File: src/rtl/sorted_insert_priority_queue_top_defines.svh
// assertion macros for the sorted-insert priority queue
// used by the top level only, relies on clk and arst_n in the including scope
`ifndef SORTED_INSERT_PRIORITY_QUEUE_TOP_DEFINES_SVH
`define SORTED_INSERT_PRIORITY_QUEUE_TOP_DEFINES_SVH

`ifndef SYNTHESIS
`define SPQ_ASSERT_IMPL(label, ante, cons) \
	label: assert property (@(posedge clk) disable iff (!arst_n) (ante) |-> (cons)) \
		else $error("spq assertion failed");
`define SPQ_ASSERT_NEXT(label, ante, cons) \
	label: assert property (@(posedge clk) disable iff (!arst_n) (ante) |=> (cons)) \
		else $error("spq assertion failed");
`else
`define SPQ_ASSERT_IMPL(label, ante, cons)
`define SPQ_ASSERT_NEXT(label, ante, cons)
`endif

`endif

File: src/rtl/spq_pkg.sv
// shared constants and types of the sorted-insert priority queue
// no dependencies
package spq_pkg;

	localparam int DEPTH_DEF      = 16;
	localparam int FREQ_WIDTH_DEF = 32;
	localparam int SYM_W          = 8;
	localparam int CAP_W          = 5;

	localparam logic [CAP_W-1:0] CAP_RESET = 5'd16;

	localparam logic CMD_ENQ = 1'b0;
	localparam logic CMD_DEQ = 1'b1;

	// row-wide command broadcast to every cell
	typedef struct packed {
		logic enq;
		logic deq;
	} spq_op_t;

endpackage

File: src/rtl/spq_if.sv
// valid/ready channel interfaces: request, response and capacity write
// depends on spq_pkg
interface spq_in_if #(
	parameter int FREQ_WIDTH = spq_pkg::FREQ_WIDTH_DEF
);
	logic                        valid;
	logic                        ready;
	logic                        cmd;
	logic [spq_pkg::SYM_W-1:0]   in_symbol;
	logic [FREQ_WIDTH-1:0]       in_frequency;

	modport source (output valid, cmd, in_symbol, in_frequency, input ready);
	modport sink   (input valid, cmd, in_symbol, in_frequency, output ready);
endinterface

interface spq_out_if #(
	parameter int FREQ_WIDTH = spq_pkg::FREQ_WIDTH_DEF,
	parameter int CNT_W      = $clog2(spq_pkg::DEPTH_DEF + 1)
);
	logic                        valid;
	logic                        ready;
	logic                        ok;
	logic [spq_pkg::SYM_W-1:0]   out_symbol;
	logic [FREQ_WIDTH-1:0]       out_frequency;
	logic [CNT_W-1:0]            count;
	logic                        is_empty;
	logic                        is_full;

	modport source (output valid, ok, out_symbol, out_frequency, count, is_empty, is_full,
		input ready);
	modport sink   (input valid, ok, out_symbol, out_frequency, count, is_empty, is_full,
		output ready);
endinterface

interface spq_cfg_if;
	logic                        valid;
	logic                        ready;
	logic [spq_pkg::CAP_W-1:0]   capacity;

	modport source (output valid, capacity, input ready);
	modport sink   (input valid, capacity, output ready);
endinterface

File: src/rtl/spq_cell.sv
// one slot of the sorted row: holds an entry, compares it with the new key
// and takes the new entry or a neighbor's entry; depends on spq_pkg
module spq_cell #(
	parameter int FREQ_WIDTH = spq_pkg::FREQ_WIDTH_DEF
) (
	input  logic                      clk,
	input  logic                      arst_n,
	input  spq_pkg::spq_op_t          op,
	input  logic [spq_pkg::SYM_W-1:0] new_sym,
	input  logic [FREQ_WIDTH-1:0]     new_freq,
	input  logic                      left_keep,
	input  logic                      left_valid,
	input  logic [spq_pkg::SYM_W-1:0] left_sym,
	input  logic [FREQ_WIDTH-1:0]     left_freq,
	input  logic                      right_valid,
	input  logic [spq_pkg::SYM_W-1:0] right_sym,
	input  logic [FREQ_WIDTH-1:0]     right_freq,
	output logic                      keep,
	output logic                      valid,
	output logic [spq_pkg::SYM_W-1:0] sym,
	output logic [FREQ_WIDTH-1:0]     freq
);

	logic                      valid_q;
	logic [spq_pkg::SYM_W-1:0] sym_q;
	logic [FREQ_WIDTH-1:0]     freq_q;

	logic                      valid_d;
	logic [spq_pkg::SYM_W-1:0] sym_d;
	logic [FREQ_WIDTH-1:0]     freq_d;

	// equal keys stay ahead of the newcomer
	assign keep = valid_q && (freq_q <= new_freq);

	always_comb begin
		valid_d = valid_q;
		sym_d   = sym_q;
		freq_d  = freq_q;
		if (op.enq && !keep) begin
			if (left_keep) begin
				valid_d = 1'b1;
				sym_d   = new_sym;
				freq_d  = new_freq;
			end else begin
				valid_d = left_valid;
				sym_d   = left_sym;
				freq_d  = left_freq;
			end
		end else if (op.deq) begin
			valid_d = right_valid;
			sym_d   = right_sym;
			freq_d  = right_freq;
		end
	end

	always_ff @(posedge clk or negedge arst_n) begin
		if (!arst_n) begin
			valid_q <= 1'b0;
		end else begin
			valid_q <= valid_d;
		end
	end

	always_ff @(posedge clk) begin
		sym_q  <= sym_d;
		freq_q <= freq_d;
	end

	assign valid = valid_q;
	assign sym   = sym_q;
	assign freq  = freq_q;

endmodule

File: src/rtl/spq_ctrl.sv
// handshake, count, capacity register and result register of the queue
// depends on spq_pkg and spq_if
module spq_ctrl #(
	parameter int DEPTH      = spq_pkg::DEPTH_DEF,
	parameter int FREQ_WIDTH = spq_pkg::FREQ_WIDTH_DEF,
	parameter int CNT_W      = $clog2(DEPTH + 1)
) (
	input  logic                      clk,
	input  logic                      arst_n,
	spq_in_if.sink                    req,
	spq_out_if.source                 rsp,
	spq_cfg_if.sink                   cfg,
	input  logic [spq_pkg::SYM_W-1:0] head_sym,
	input  logic [FREQ_WIDTH-1:0]     head_freq,
	output spq_pkg::spq_op_t          op,
	output logic [CNT_W-1:0]          cnt
);

	localparam int CMP_W = (CNT_W > spq_pkg::CAP_W) ? CNT_W : spq_pkg::CAP_W;

	logic [spq_pkg::CAP_W-1:0] capacity_q;
	logic [CNT_W-1:0]          count_q;
	logic                      rsp_valid_q;
	logic                      ok_q;
	logic [spq_pkg::SYM_W-1:0] sym_q;
	logic [FREQ_WIDTH-1:0]     freq_q;
	logic [CNT_W-1:0]          rsp_count_q;
	logic                      empty_q;
	logic                      full_q;

	logic [CMP_W-1:0] cap_ext;
	logic [CMP_W-1:0] eff_cap;
	logic [CMP_W-1:0] cnt_next_ext;
	logic [CNT_W-1:0] count_d;
	logic             acc;
	logic             full_now;

	assign req.ready = !rsp_valid_q || rsp.ready;
	assign cfg.ready = 1'b1;
	assign acc       = req.valid && req.ready;

	always_comb begin
		cap_ext  = CMP_W'(capacity_q);
		// capacity above the built depth saturates
		eff_cap  = (cap_ext > CMP_W'(DEPTH)) ? CMP_W'(DEPTH) : cap_ext;
		full_now = CMP_W'(count_q) >= eff_cap;
		op.enq   = acc && (req.cmd == spq_pkg::CMD_ENQ) && !full_now;
		op.deq   = acc && (req.cmd == spq_pkg::CMD_DEQ) && (count_q != '0);
		if (op.enq) begin
			count_d = count_q + CNT_W'(1);
		end else if (op.deq) begin
			count_d = count_q - CNT_W'(1);
		end else begin
			count_d = count_q;
		end
		cnt_next_ext = CMP_W'(count_d);
	end

	always_ff @(posedge clk or negedge arst_n) begin
		if (!arst_n) begin
			capacity_q  <= spq_pkg::CAP_RESET;
			count_q     <= '0;
			rsp_valid_q <= 1'b0;
		end else begin
			if (cfg.valid && cfg.ready) begin
				capacity_q <= cfg.capacity;
			end
			count_q <= count_d;
			if (acc) begin
				rsp_valid_q <= 1'b1;
			end else if (rsp.ready) begin
				rsp_valid_q <= 1'b0;
			end
		end
	end

	always_ff @(posedge clk) begin
		if (acc) begin
			ok_q        <= op.enq || op.deq;
			sym_q       <= op.deq ? head_sym : '0;
			freq_q      <= op.deq ? head_freq : '0;
			rsp_count_q <= count_d;
			empty_q     <= count_d == '0;
			full_q      <= cnt_next_ext >= eff_cap;
		end
	end

	assign rsp.valid         = rsp_valid_q;
	assign rsp.ok            = ok_q;
	assign rsp.out_symbol    = sym_q;
	assign rsp.out_frequency = freq_q;
	assign rsp.count         = rsp_count_q;
	assign rsp.is_empty      = empty_q;
	assign rsp.is_full       = full_q;
	assign cnt               = count_q;

endmodule

File: src/rtl/sorted_insert_priority_queue_top.sv
// sorted-insert priority queue: a row of DEPTH cells kept in ascending frequency order
// the result is registered and shows in the cycle after the request transfer
// throughput: one request per cycle while results are taken; every cell compares
// its key with the new one in the same cycle and shifts one place left or right
// reset clears the count, cell valid bits and result valid, capacity returns to 16
// depends on spq_pkg, spq_if, spq_cell, spq_ctrl and the defines header
`include "sorted_insert_priority_queue_top_defines.svh"
module sorted_insert_priority_queue_top #(
	parameter int DEPTH      = spq_pkg::DEPTH_DEF,
	parameter int FREQ_WIDTH = spq_pkg::FREQ_WIDTH_DEF
) (
	input  logic      clk,
	input  logic      arst_n,
	spq_in_if.sink    req,
	spq_out_if.source rsp,
	spq_cfg_if.sink   cfg
);

	localparam int CNT_W = $clog2(DEPTH + 1);

	spq_pkg::spq_op_t          op;
	logic [CNT_W-1:0]          cnt;
	logic [DEPTH-1:0]          valid_v;
	logic [DEPTH:0]            keep_v;
	logic [spq_pkg::SYM_W-1:0] sym_a  [DEPTH];
	logic [FREQ_WIDTH-1:0]     freq_a [DEPTH];

	// the head cell takes the new entry whenever it does not keep its own
	assign keep_v[0] = 1'b1;

	spq_ctrl #(
		.DEPTH      (DEPTH),
		.FREQ_WIDTH (FREQ_WIDTH),
		.CNT_W      (CNT_W)
	) u_ctrl (
		.clk       (clk),
		.arst_n    (arst_n),
		.req       (req),
		.rsp       (rsp),
		.cfg       (cfg),
		.head_sym  (sym_a[0]),
		.head_freq (freq_a[0]),
		.op        (op),
		.cnt       (cnt)
	);

	for (genvar i = 0; i < DEPTH; i++) begin : g_cell
		logic                      l_valid;
		logic [spq_pkg::SYM_W-1:0] l_sym;
		logic [FREQ_WIDTH-1:0]     l_freq;
		logic                      r_valid;
		logic [spq_pkg::SYM_W-1:0] r_sym;
		logic [FREQ_WIDTH-1:0]     r_freq;

		if (i == 0) begin : g_head
			assign l_valid = 1'b0;
			assign l_sym   = '0;
			assign l_freq  = '0;
		end else begin : g_left
			assign l_valid = valid_v[i-1];
			assign l_sym   = sym_a[i-1];
			assign l_freq  = freq_a[i-1];
		end

		if (i == DEPTH - 1) begin : g_tail
			assign r_valid = 1'b0;
			assign r_sym   = '0;
			assign r_freq  = '0;
		end else begin : g_right
			assign r_valid = valid_v[i+1];
			assign r_sym   = sym_a[i+1];
			assign r_freq  = freq_a[i+1];
		end

		spq_cell #(
			.FREQ_WIDTH (FREQ_WIDTH)
		) u_cell (
			.clk         (clk),
			.arst_n      (arst_n),
			.op          (op),
			.new_sym     (req.in_symbol),
			.new_freq    (req.in_frequency),
			.left_keep   (keep_v[i]),
			.left_valid  (l_valid),
			.left_sym    (l_sym),
			.left_freq   (l_freq),
			.right_valid (r_valid),
			.right_sym   (r_sym),
			.right_freq  (r_freq),
			.keep        (keep_v[i+1]),
			.valid       (valid_v[i]),
			.sym         (sym_a[i]),
			.freq        (freq_a[i])
		);
	end

	// occupied cells form a prefix of the row and match the count
	`SPQ_ASSERT_IMPL(a_valid_prefix, 1'b1, ((valid_v & (valid_v + 1'b1)) == '0))
	`SPQ_ASSERT_IMPL(a_valid_count, 1'b1, ($countones(valid_v) == int'(cnt)))
	// the two front entries are in order
	`SPQ_ASSERT_IMPL(a_head_sorted, valid_v[1], (freq_a[0] <= freq_a[1]))
	`SPQ_ASSERT_NEXT(a_enq_count, op.enq, (cnt == $past(cnt) + 1'b1))

endmodule

File: src/flat_wrapper.sv
// flat-port wrapper written by rule: the top's interface ports become plain ports
module sorted_insert_priority_queue_top_flat 
#(
	parameter int DEPTH      = spq_pkg::DEPTH_DEF,
	parameter int FREQ_WIDTH = spq_pkg::FREQ_WIDTH_DEF
)
  (clk, arst_n, req_valid, req_cmd, req_in_symbol, req_in_frequency, req_ready, rsp_valid, rsp_ok, rsp_out_symbol, rsp_out_frequency, rsp_count, rsp_is_empty, rsp_is_full, rsp_ready, cfg_valid, cfg_capacity, cfg_ready);
  spq_in_if #(.FREQ_WIDTH(FREQ_WIDTH)) req_i ();
  spq_out_if #(.FREQ_WIDTH(FREQ_WIDTH)) rsp_i ();
  spq_cfg_if cfg_i ();
  input  logic clk;
  input  logic arst_n;
  input wire logic [$bits(req_i.valid)-1:0] req_valid;
  input wire logic [$bits(req_i.cmd)-1:0] req_cmd;
  input wire logic [$bits(req_i.in_symbol)-1:0] req_in_symbol;
  input wire logic [$bits(req_i.in_frequency)-1:0] req_in_frequency;
  output wire logic [$bits(req_i.ready)-1:0] req_ready;
  output wire logic [$bits(rsp_i.valid)-1:0] rsp_valid;
  output wire logic [$bits(rsp_i.ok)-1:0] rsp_ok;
  output wire logic [$bits(rsp_i.out_symbol)-1:0] rsp_out_symbol;
  output wire logic [$bits(rsp_i.out_frequency)-1:0] rsp_out_frequency;
  output wire logic [$bits(rsp_i.count)-1:0] rsp_count;
  output wire logic [$bits(rsp_i.is_empty)-1:0] rsp_is_empty;
  output wire logic [$bits(rsp_i.is_full)-1:0] rsp_is_full;
  input wire logic [$bits(rsp_i.ready)-1:0] rsp_ready;
  input wire logic [$bits(cfg_i.valid)-1:0] cfg_valid;
  input wire logic [$bits(cfg_i.capacity)-1:0] cfg_capacity;
  output wire logic [$bits(cfg_i.ready)-1:0] cfg_ready;
  assign req_i.valid = req_valid;
  assign req_i.cmd = req_cmd;
  assign req_i.in_symbol = req_in_symbol;
  assign req_i.in_frequency = req_in_frequency;
  assign req_ready = req_i.ready;
  assign rsp_valid = rsp_i.valid;
  assign rsp_ok = rsp_i.ok;
  assign rsp_out_symbol = rsp_i.out_symbol;
  assign rsp_out_frequency = rsp_i.out_frequency;
  assign rsp_count = rsp_i.count;
  assign rsp_is_empty = rsp_i.is_empty;
  assign rsp_is_full = rsp_i.is_full;
  assign rsp_i.ready = rsp_ready;
  assign cfg_i.valid = cfg_valid;
  assign cfg_i.capacity = cfg_capacity;
  assign cfg_ready = cfg_i.ready;
  sorted_insert_priority_queue_top #(.DEPTH(DEPTH), .FREQ_WIDTH(FREQ_WIDTH)) u_core (.clk(clk), .arst_n(arst_n), .req(req_i), .rsp(rsp_i), .cfg(cfg_i));
endmodule
File: config.mk
export PLATFORM = sky130hd
export DESIGN_NAME = sorted_insert_priority_queue_top_flat
export DESIGN_NICKNAME = d
export VERILOG_FILES = /design/src/rtl/spq_pkg.sv /design/src/rtl/spq_if.sv /design/src/rtl/spq_cell.sv /design/src/rtl/spq_ctrl.sv /design/src/rtl/sorted_insert_priority_queue_top.sv /design/src/flat_wrapper.sv
export VERILOG_INCLUDE_DIRS = /design/src /design/src/rtl
export SDC_FILE = /design/constraint.sdc
export NUM_CORES = 2
export LEC_CHECK = 0
export ABC_AREA = 1
export BUFFER_PORTS_ARGS = -buffer_cell sky130_fd_sc_hd__buf_2
export CORE_MARGIN = 2
export CORE_UTILIZATION = 30
export CTS_BUF_LIST = sky130_fd_sc_hd__clkbuf_8
export CTS_CLUSTER_DIAMETER = 100
export DETAILED_ROUTE_END_ITERATION = 10
export PLACE_DENSITY = 0.53
export SYNTH_ARGS = -nofsm -noshare
export SYNTH_HDL_FRONTEND = slang
export SYNTH_SLANG_ARGS = --single-unit
File: constraint.sdc
create_clock -name clk -period 4.4 [get_ports clk]
set_input_delay 0.44 -clock clk [delete_from_list [all_inputs] [get_ports clk]]
set_output_delay 0.44 -clock clk [all_outputs]
set_load 0.01 [all_outputs]
* Word-level counts from Yosys, hierarchy flattened
Cells that the tools add are included.
** Word-level totals
- Bits in writable memories :: 0
- Bits in latches :: 0
- Memories kept :: 0
- ROM bits :: 0
- Register bits :: 715
- Bits of input ports :: 51
- Logic and storage cells :: 301
** Operators by class
- Add/subtract/negate cells :: 2
- Reduce and logical (&&, ||, !) cells :: 76
- Shift-type cells :: 0
- Order comparisons :: 19
- Equality and inequality tests :: 0
- Multipliers :: 0
- Div/mod/pow operators :: 0
- Mux-type cells :: 146
- Bitwise operators :: 1
** Operators by type and width (count)
- 2-to-1 mux 32 bit :: 47
- less-or-equal comparator 32 bit :: 16
- 2-to-1 mux 8 bit :: 47
- 2-to-1 mux 1 bit :: 49
- logical AND 1 bit :: 37
- nonzero test 2 bit :: 17
- logical NOT 1 bit :: 18
- 2-to-1 mux 5 bit :: 3
- >= comparator 5 bit :: 2
- adder 5 x 1 -> 5 bit (second input constant) :: 1
- greater-than comparator 5 bit (second input constant) :: 1
- logical NOT 5 bit :: 1
- nonzero test 5 bit :: 1
- subtractor 5 x 1 -> 5 bit (second input constant) :: 1
- logical OR 1 bit :: 2
- NOT 1 bit :: 1

* Logic depth before layout (Yosys ltp)
- Depth after elaboration :: 8
- Mapped depth :: 20
- Depth with buffers taken out :: 19

* Modules after synthesis
From an unflattened synthesis, not the netlist that was laid out.
** Unflattened totals
- Cells, all modules :: 6102
- Area total of the unflattened synthesis :: 52290.2 µm²
** By module, submodules not included
- spq_cell :: sequential area each 1226.2 µm², instances 16, cells an instance 365, area each 3094.2 µm²
- spq_ctrl :: sequential area each 1717.9 µm², instances 1, cells an instance 260, area each 2775.2 µm²
- sorted_insert_priority_queue_top :: sequential area each 0.0 µm², instances 1, cells an instance 2, area each 7.5 µm²

* Least setup slack after synthesis
No wires, ideal clock.
- Kind :: register to register
- From :: register u_core.u_ctrl.capacity_q, in the netlist u_core.u_ctrl.cap_ext[4]
- To :: register u_core.g_cell[11].u_cell.freq_q[0] (enable)
- Path slack :: 0.902 ns
- Stages on the path, launching flop included :: 15
- Arrival time :: 3.100 ns
- Path buffers :: 2
- Setup time :: 0.398 ns
- Clock period less this slack :: 3.498 ns
- Cell sequence :: dfstp_2 inv_1 a41oi_1 inv_1 nand2_1 ha_1 a21oi_1 o21ai_1 nor2_1 nand3_4 clkinv_2 buf_8 nand2_4 buf_2 nand2_1
** Between the ends
- Word-level cells in the longest chain between the ends :: 7
** RTL lines
- start, declared :: RTL line spq_ctrl.sv:21 : logic [spq_pkg::CAP_W-1:0] capacity_q;
- start signal, assigned :: RTL line spq_ctrl.sv:61 : capacity_q <= spq_pkg::CAP_RESET;
- start signal, assigned :: RTL line spq_ctrl.sv:66 : capacity_q <= cfg.capacity;
- greater-than comparator 5 bit :: RTL line spq_ctrl.sv:45 : eff_cap = (cap_ext > CMP_W'(DEPTH)) ? CMP_W'(DEPTH) : cap_ext;
- 2-to-1 mux 5 bit * :: RTL line spq_ctrl.sv:45
- >= comparator 5 bit * :: RTL line spq_ctrl.sv:46 : full_now = CMP_W'(count_q) >= eff_cap;
- logical NOT 1 bit * :: RTL line spq_ctrl.sv:47 : op.enq = acc && (req.cmd == spq_pkg::CMD_ENQ) && !full_now;
- logical AND 1 bit * :: RTL line spq_ctrl.sv:47
- logical AND 1 bit * :: RTL line spq_cell.sv:39 : if (op.enq && !keep) begin
- nonzero test 2 bit (no source line) *
- end signal, assigned :: RTL line spq_cell.sv:66 : freq_q <= freq_d;
- end, declared :: RTL line spq_cell.sv:26 : logic [FREQ_WIDTH-1:0] freq_q;
Mark *: on every way between the ends. The rest lies on a longest branch, timed or not.
A chain may end at the register's enable or synchronous reset.

* Final worst setup path
- From :: register u_core.u_ctrl.capacity_q, in the netlist u_core.u_ctrl.cap_ext[4]
- To :: register u_core.g_cell[2].u_cell.freq_q[6] (data pin)
** Between the ends
- Word-level cells in the longest chain between the ends :: 7
** RTL lines
- greater-than comparator 5 bit :: RTL line spq_ctrl.sv:45
- 2-to-1 mux 5 bit * :: RTL line spq_ctrl.sv:45
- >= comparator 5 bit * :: RTL line spq_ctrl.sv:46
- logical NOT 1 bit * :: RTL line spq_ctrl.sv:47
- logical AND 1 bit * :: RTL line spq_ctrl.sv:47
- logical AND 1 bit * :: RTL line spq_cell.sv:39
- 2-to-1 mux 32 bit * :: RTL line spq_cell.sv:39
- via u_core.g_cell[2].u_cell.freq_d[6] :: RTL line spq_cell.sv:30 : logic [FREQ_WIDTH-1:0] freq_d;
- end signal, assigned :: RTL line spq_cell.sv:66
- end, declared :: RTL line spq_cell.sv:26
The timed path passes the listed nets; every way through them passes the cells marked *.

==> results.toml <==
[global_routing]
grt_max_degree = 73
grt.overflow.total = 0
grt_pass1_vias = 42600
grt_use_total_pct = 18.1
antenna_found_initial = 5
grt_pass1_wl_um = 250000

[detailed_routing]
vias = 43800
drc_errors = 0
drt_iter0_drc = 3841
wl_per_cell_um = 17.6
routed_wl_um = 159000
ant_nets = 0
firstDrtPassIters = 5
routed_via_density = 4.83

[cells_and_area]
area_growth_pct = 10.8
nNetsFinal = 7316
drive_gt1_share_pct = 7.49
final-instance-count-excl-fill = 9054
post-route-util_pct = 33.6

[timing]
worst_slew_pin_slew_ns = 1.04
period_needed_ns = 3.79
skew_ns = 0.0303
setup_viol = 0
hold_viol = 0
max_freq_mhz = 264
setup_ws_ns = 0.611
rsz0062_at_grt = "no"
fin_crit_sh_pct = 86.1
relSlewSlack_pct = 30.5
final.setup.tns_ns = 0
slew_viol_final = 0

[power]
clkPwrFrac_pct = 22.0
power_density_nw_per_um2 = 514
p_seq_share_pct = 37.8
max-vdd-ir-drop_mv = 0.310
switching_share_pct = 42.6
intPower_w = 0.0166
p_switching_w = 0.0123
p_leak_nw = 27.3
combinationalPowerShare_pct = 40.2

[critical_path]
cp_slowest_stage_delay_ns = 0.61
worstPathArrival_ns = 4.49
crit_family = "buffers and inverters"
path_buf_inv = 5
cp-end-kind = "register"
critical_path_class = "reg -> reg"
worstPathCellList = "inv_1, a41oi_1, inv_1, nand2_1, ha_1, a21oi_1, o21ai_1, nor2_1, nand3_4, clkinv_2, buf_12, nand2_4, inv_2, nand2_1, nand2_1"
cpMostUsedCell = "nand2_1"
start_kind = "register"
crit_required_ns = 5.10
crit_fanout = 40
critPathSlowestCell = "inv_2"

[placement]
hpwl_um = 121000
pre_cts_slack_ns = 0.138
routabilityCongestion = 0.868
io_buffers = 100
placed_cells = 8787

[yosys]
synth_top_family_by_area = "simple AND/OR/NAND/NOR gates"
synth_area_per_cell_um2 = 7.58
ys_ff_latch = 715
synthXorXnorAreaFrac_pct = 0.0862
synthesis.area_um2 = 50800
synth_compound_area_share_pct = 4.53
synth_mux_area_share_pct = 0
ys_seq_area_share_pct = 42.0
ys_types = 40
synthAdderAreaFrac_pct = 12.9
synthCells = 6694
syn-num-nets = 7269
synth_warnings = 0
synthSimpleGateAreaFrac_pct = 35.1

[min_path]
hp-class = "in -> reg"

[cts]
clk_pin_slew_ns = 0.06
cts_max_level = 4
numCtsBuffers = 138
postCtsHoldBufs = 18
clockBufferDepth = 3
cts_root_buffer = "clkbuf_8"
cts_sinks = 715
post_cts_buffers = 0
cts_resized = 0
cts_tree = "yes"
clk-insertion-delay-late_ns = 0.85

[run]
maxCapViolCount = 0

[outcome]
status = "finished, final reports clean"

[die]
die_h_um = 415
die_w_um = 415
initial_core_util_pct = 30.3
boundaryPins = 102
dieArea_um2 = 173000
rows = 150
core-area_um2 = 168000
==> synthesized netlist by cell type (all sizes together) <==
| library cell | number | area [um^2] |
|---|---|---|
| nor3 | 22 | 110 |
| clkinv | 1 | 5.00 |
| nand4 | 37 | 231 |
| o211ai | 2 | 15.0 |
| o21bai | 4 | 30.0 |
| o21ai | 100 | 504 |
| nor2 | 182 | 686 |
| nor4 | 12 | 150 |
| nand3b | 12 | 90.1 |
| buf | 227 | 1310 |
| nor3b | 1 | 12.5 |
| and3 | 2 | 12.5 |
| edfxtp | 688 | 20700 |
| conb | 1 | 3.75 |
| ha | 524 | 6560 |
| nand3 | 669 | 3360 |
| xnor2 | 3 | 26.3 |
| clkbuf | 158 | 594 |
| a211oi | 2 | 15.0 |
| inv | 215 | 807 |
| dfrtp | 26 | 651 |
| xor2 | 2 | 17.5 |
| o21a | 30 | 225 |
| a41oi | 1 | 8.76 |
| a21oi | 294 | 1470 |
| nand2 | 3474 | 13200 |
| dfstp | 1 | 26.3 |
| a21o | 4 | 30.0 |
==> sequential cells by signal, summed over array words and instances (netlist names) <==
signal and flops:
u_core.g_cell.u_cell.freq 512, u_core.g_cell.u_cell.sym 128, u_core.g_cell.u_cell.valid 16, u_core.u_ctrl.cap_ext 5, u_core.u_ctrl.cnt 5, u_core.u_ctrl.rsp.count 5
u_core.u_ctrl.rsp.is_empty 1, u_core.u_ctrl.rsp.is_full 1, u_core.u_ctrl.rsp.ok 1, u_core.u_ctrl.rsp.out_frequency 32, u_core.u_ctrl.rsp.out_symbol 8, u_core.u_ctrl.rsp.valid 1
==> cells in the final DEF (no fill, tap or decap), types with 15 or more instances in the layout <==
master	Yosys	routed
nand2_1	3444	3436
edfxtp_1	688	688
nand3_1	668	668
ha_1	524	524
a21oi_1	294	293
inv_1	201	246
nor2_1	181	181
buf_4	32	166
clkbuf_8	0	150
buf_2	164	100
o21ai_0	89	89
nand4_1	37	37
clkinv_1	0	35
o21a_1	30	30
nand2_2	20	28
dfrtp_1	26	26
nor3_1	22	22
dlygate4sd3_1	0	18
inv_2	14	15
==> worst min-delay path, stage by stage <==
cell	delay, ns
buf_2	0.10
nor2_2	0.06
nand3_4	0.15
o21ai_0	0.13
inv_1	0.11
==> metrics by stage <==
stage	power, W	area [um^2]	hold slack, ns
after floorplan	0.0193	50800	0.144
after global placement	0.0224	53600	0.496
after detailed placement	0.0226	53600	0.505
after CTS	0.0291	56300	0.112
after global routing	0.0312	56300	0.203
final	0.0289	56300	0.208
==> cell type report <==
| type | count | area (um^2) |
|---|---|---|
| Tap cell | 2204 | 2760 |
| Multi-Input combinational cell | 5378 | 26800 |
| Antenna cell | 1 | 2.50 |
| Sequential cell | 715 | 21300 |
| Fill cell | 17900 | 111000 |
| Timing Repair Buffer | 292 | 2090 |
| Inverter | 216 | 812 |
| Clock inverter | 98 | 459 |
| Clock buffer | 150 | 2060 |
==> power groups by stage <==
stage / Sequential [W] / Clock (W) / Combinational [W]
finish: 0.0109 / 0.00636 / 0.0116
global route: 0.0111 / 0.00683 / 0.0133
CTS: 0.0109 / 0.00656 / 0.0116
detailed placement: 0.0110 / 0 / 0.0116
global placement: 0.0110 / 0 / 0.0114
floorplan: 0.0105 / 0 / 0.00873
==> path summary, 6_finish.rpt <==
check / startpoint / end / slack (ns) / cells past startpoint
worst max register to register: u_core.u_ctrl.cap_ext[4]$_DFFE_PN1P_ / u_core.g_cell[2].u_cell.freq[6]$_DFFE_PP_ / 0.61 / 15
worst min register to register: u_core.g_cell[15].u_cell.sym[3]$_SDFFCE_PN0P_ / u_core.g_cell[14].u_cell.sym[3]$_DFFE_PP_ / 0.52 / 2
worst min-delay path: req_cmd / u_core.u_ctrl.cnt[4]$_DFF_PN0_ / 0.21 / 5
max in group asynchronous: arst_n / u_core.g_cell[12].u_cell.valid$_DFFE_PN0P_ / 3.39 / 2
min in group asynchronous: arst_n / u_core.g_cell[1].u_cell.valid$_DFFE_PN0P_ / 0.32 / 2
worst max-delay path: u_core.u_ctrl.cap_ext[4]$_DFFE_PN1P_ / u_core.g_cell[2].u_cell.freq[6]$_DFFE_PP_ / 0.61 / 15
==> metal layers <==
| layer | vias to the layer above | wire (um) | GRT usage (%) |
|---|---|---|---|
| li1 | 22200 | - | - |
| met1 | 20100 | 80200 | 27.0 |
| met2 | 1234 | 65900 | 26.8 |
| met3 | 172 | 9470 | 2.42 |
| met4 | 0 | 3460 | 5.32 |
| met5 | - | 0 | 0 |
==> kinds of logic after synthesis <==
kind of cell / Yosys count
buffers and inverters: 601
XOR/XNOR: 5
other: 1
AO/OA/AOI/OAI: 437
flip-flops: 715
adder cells (fa/ha/maj): 524
AND/OR/NAND/NOR: 4411
Power figures use the tool's default switching activity.
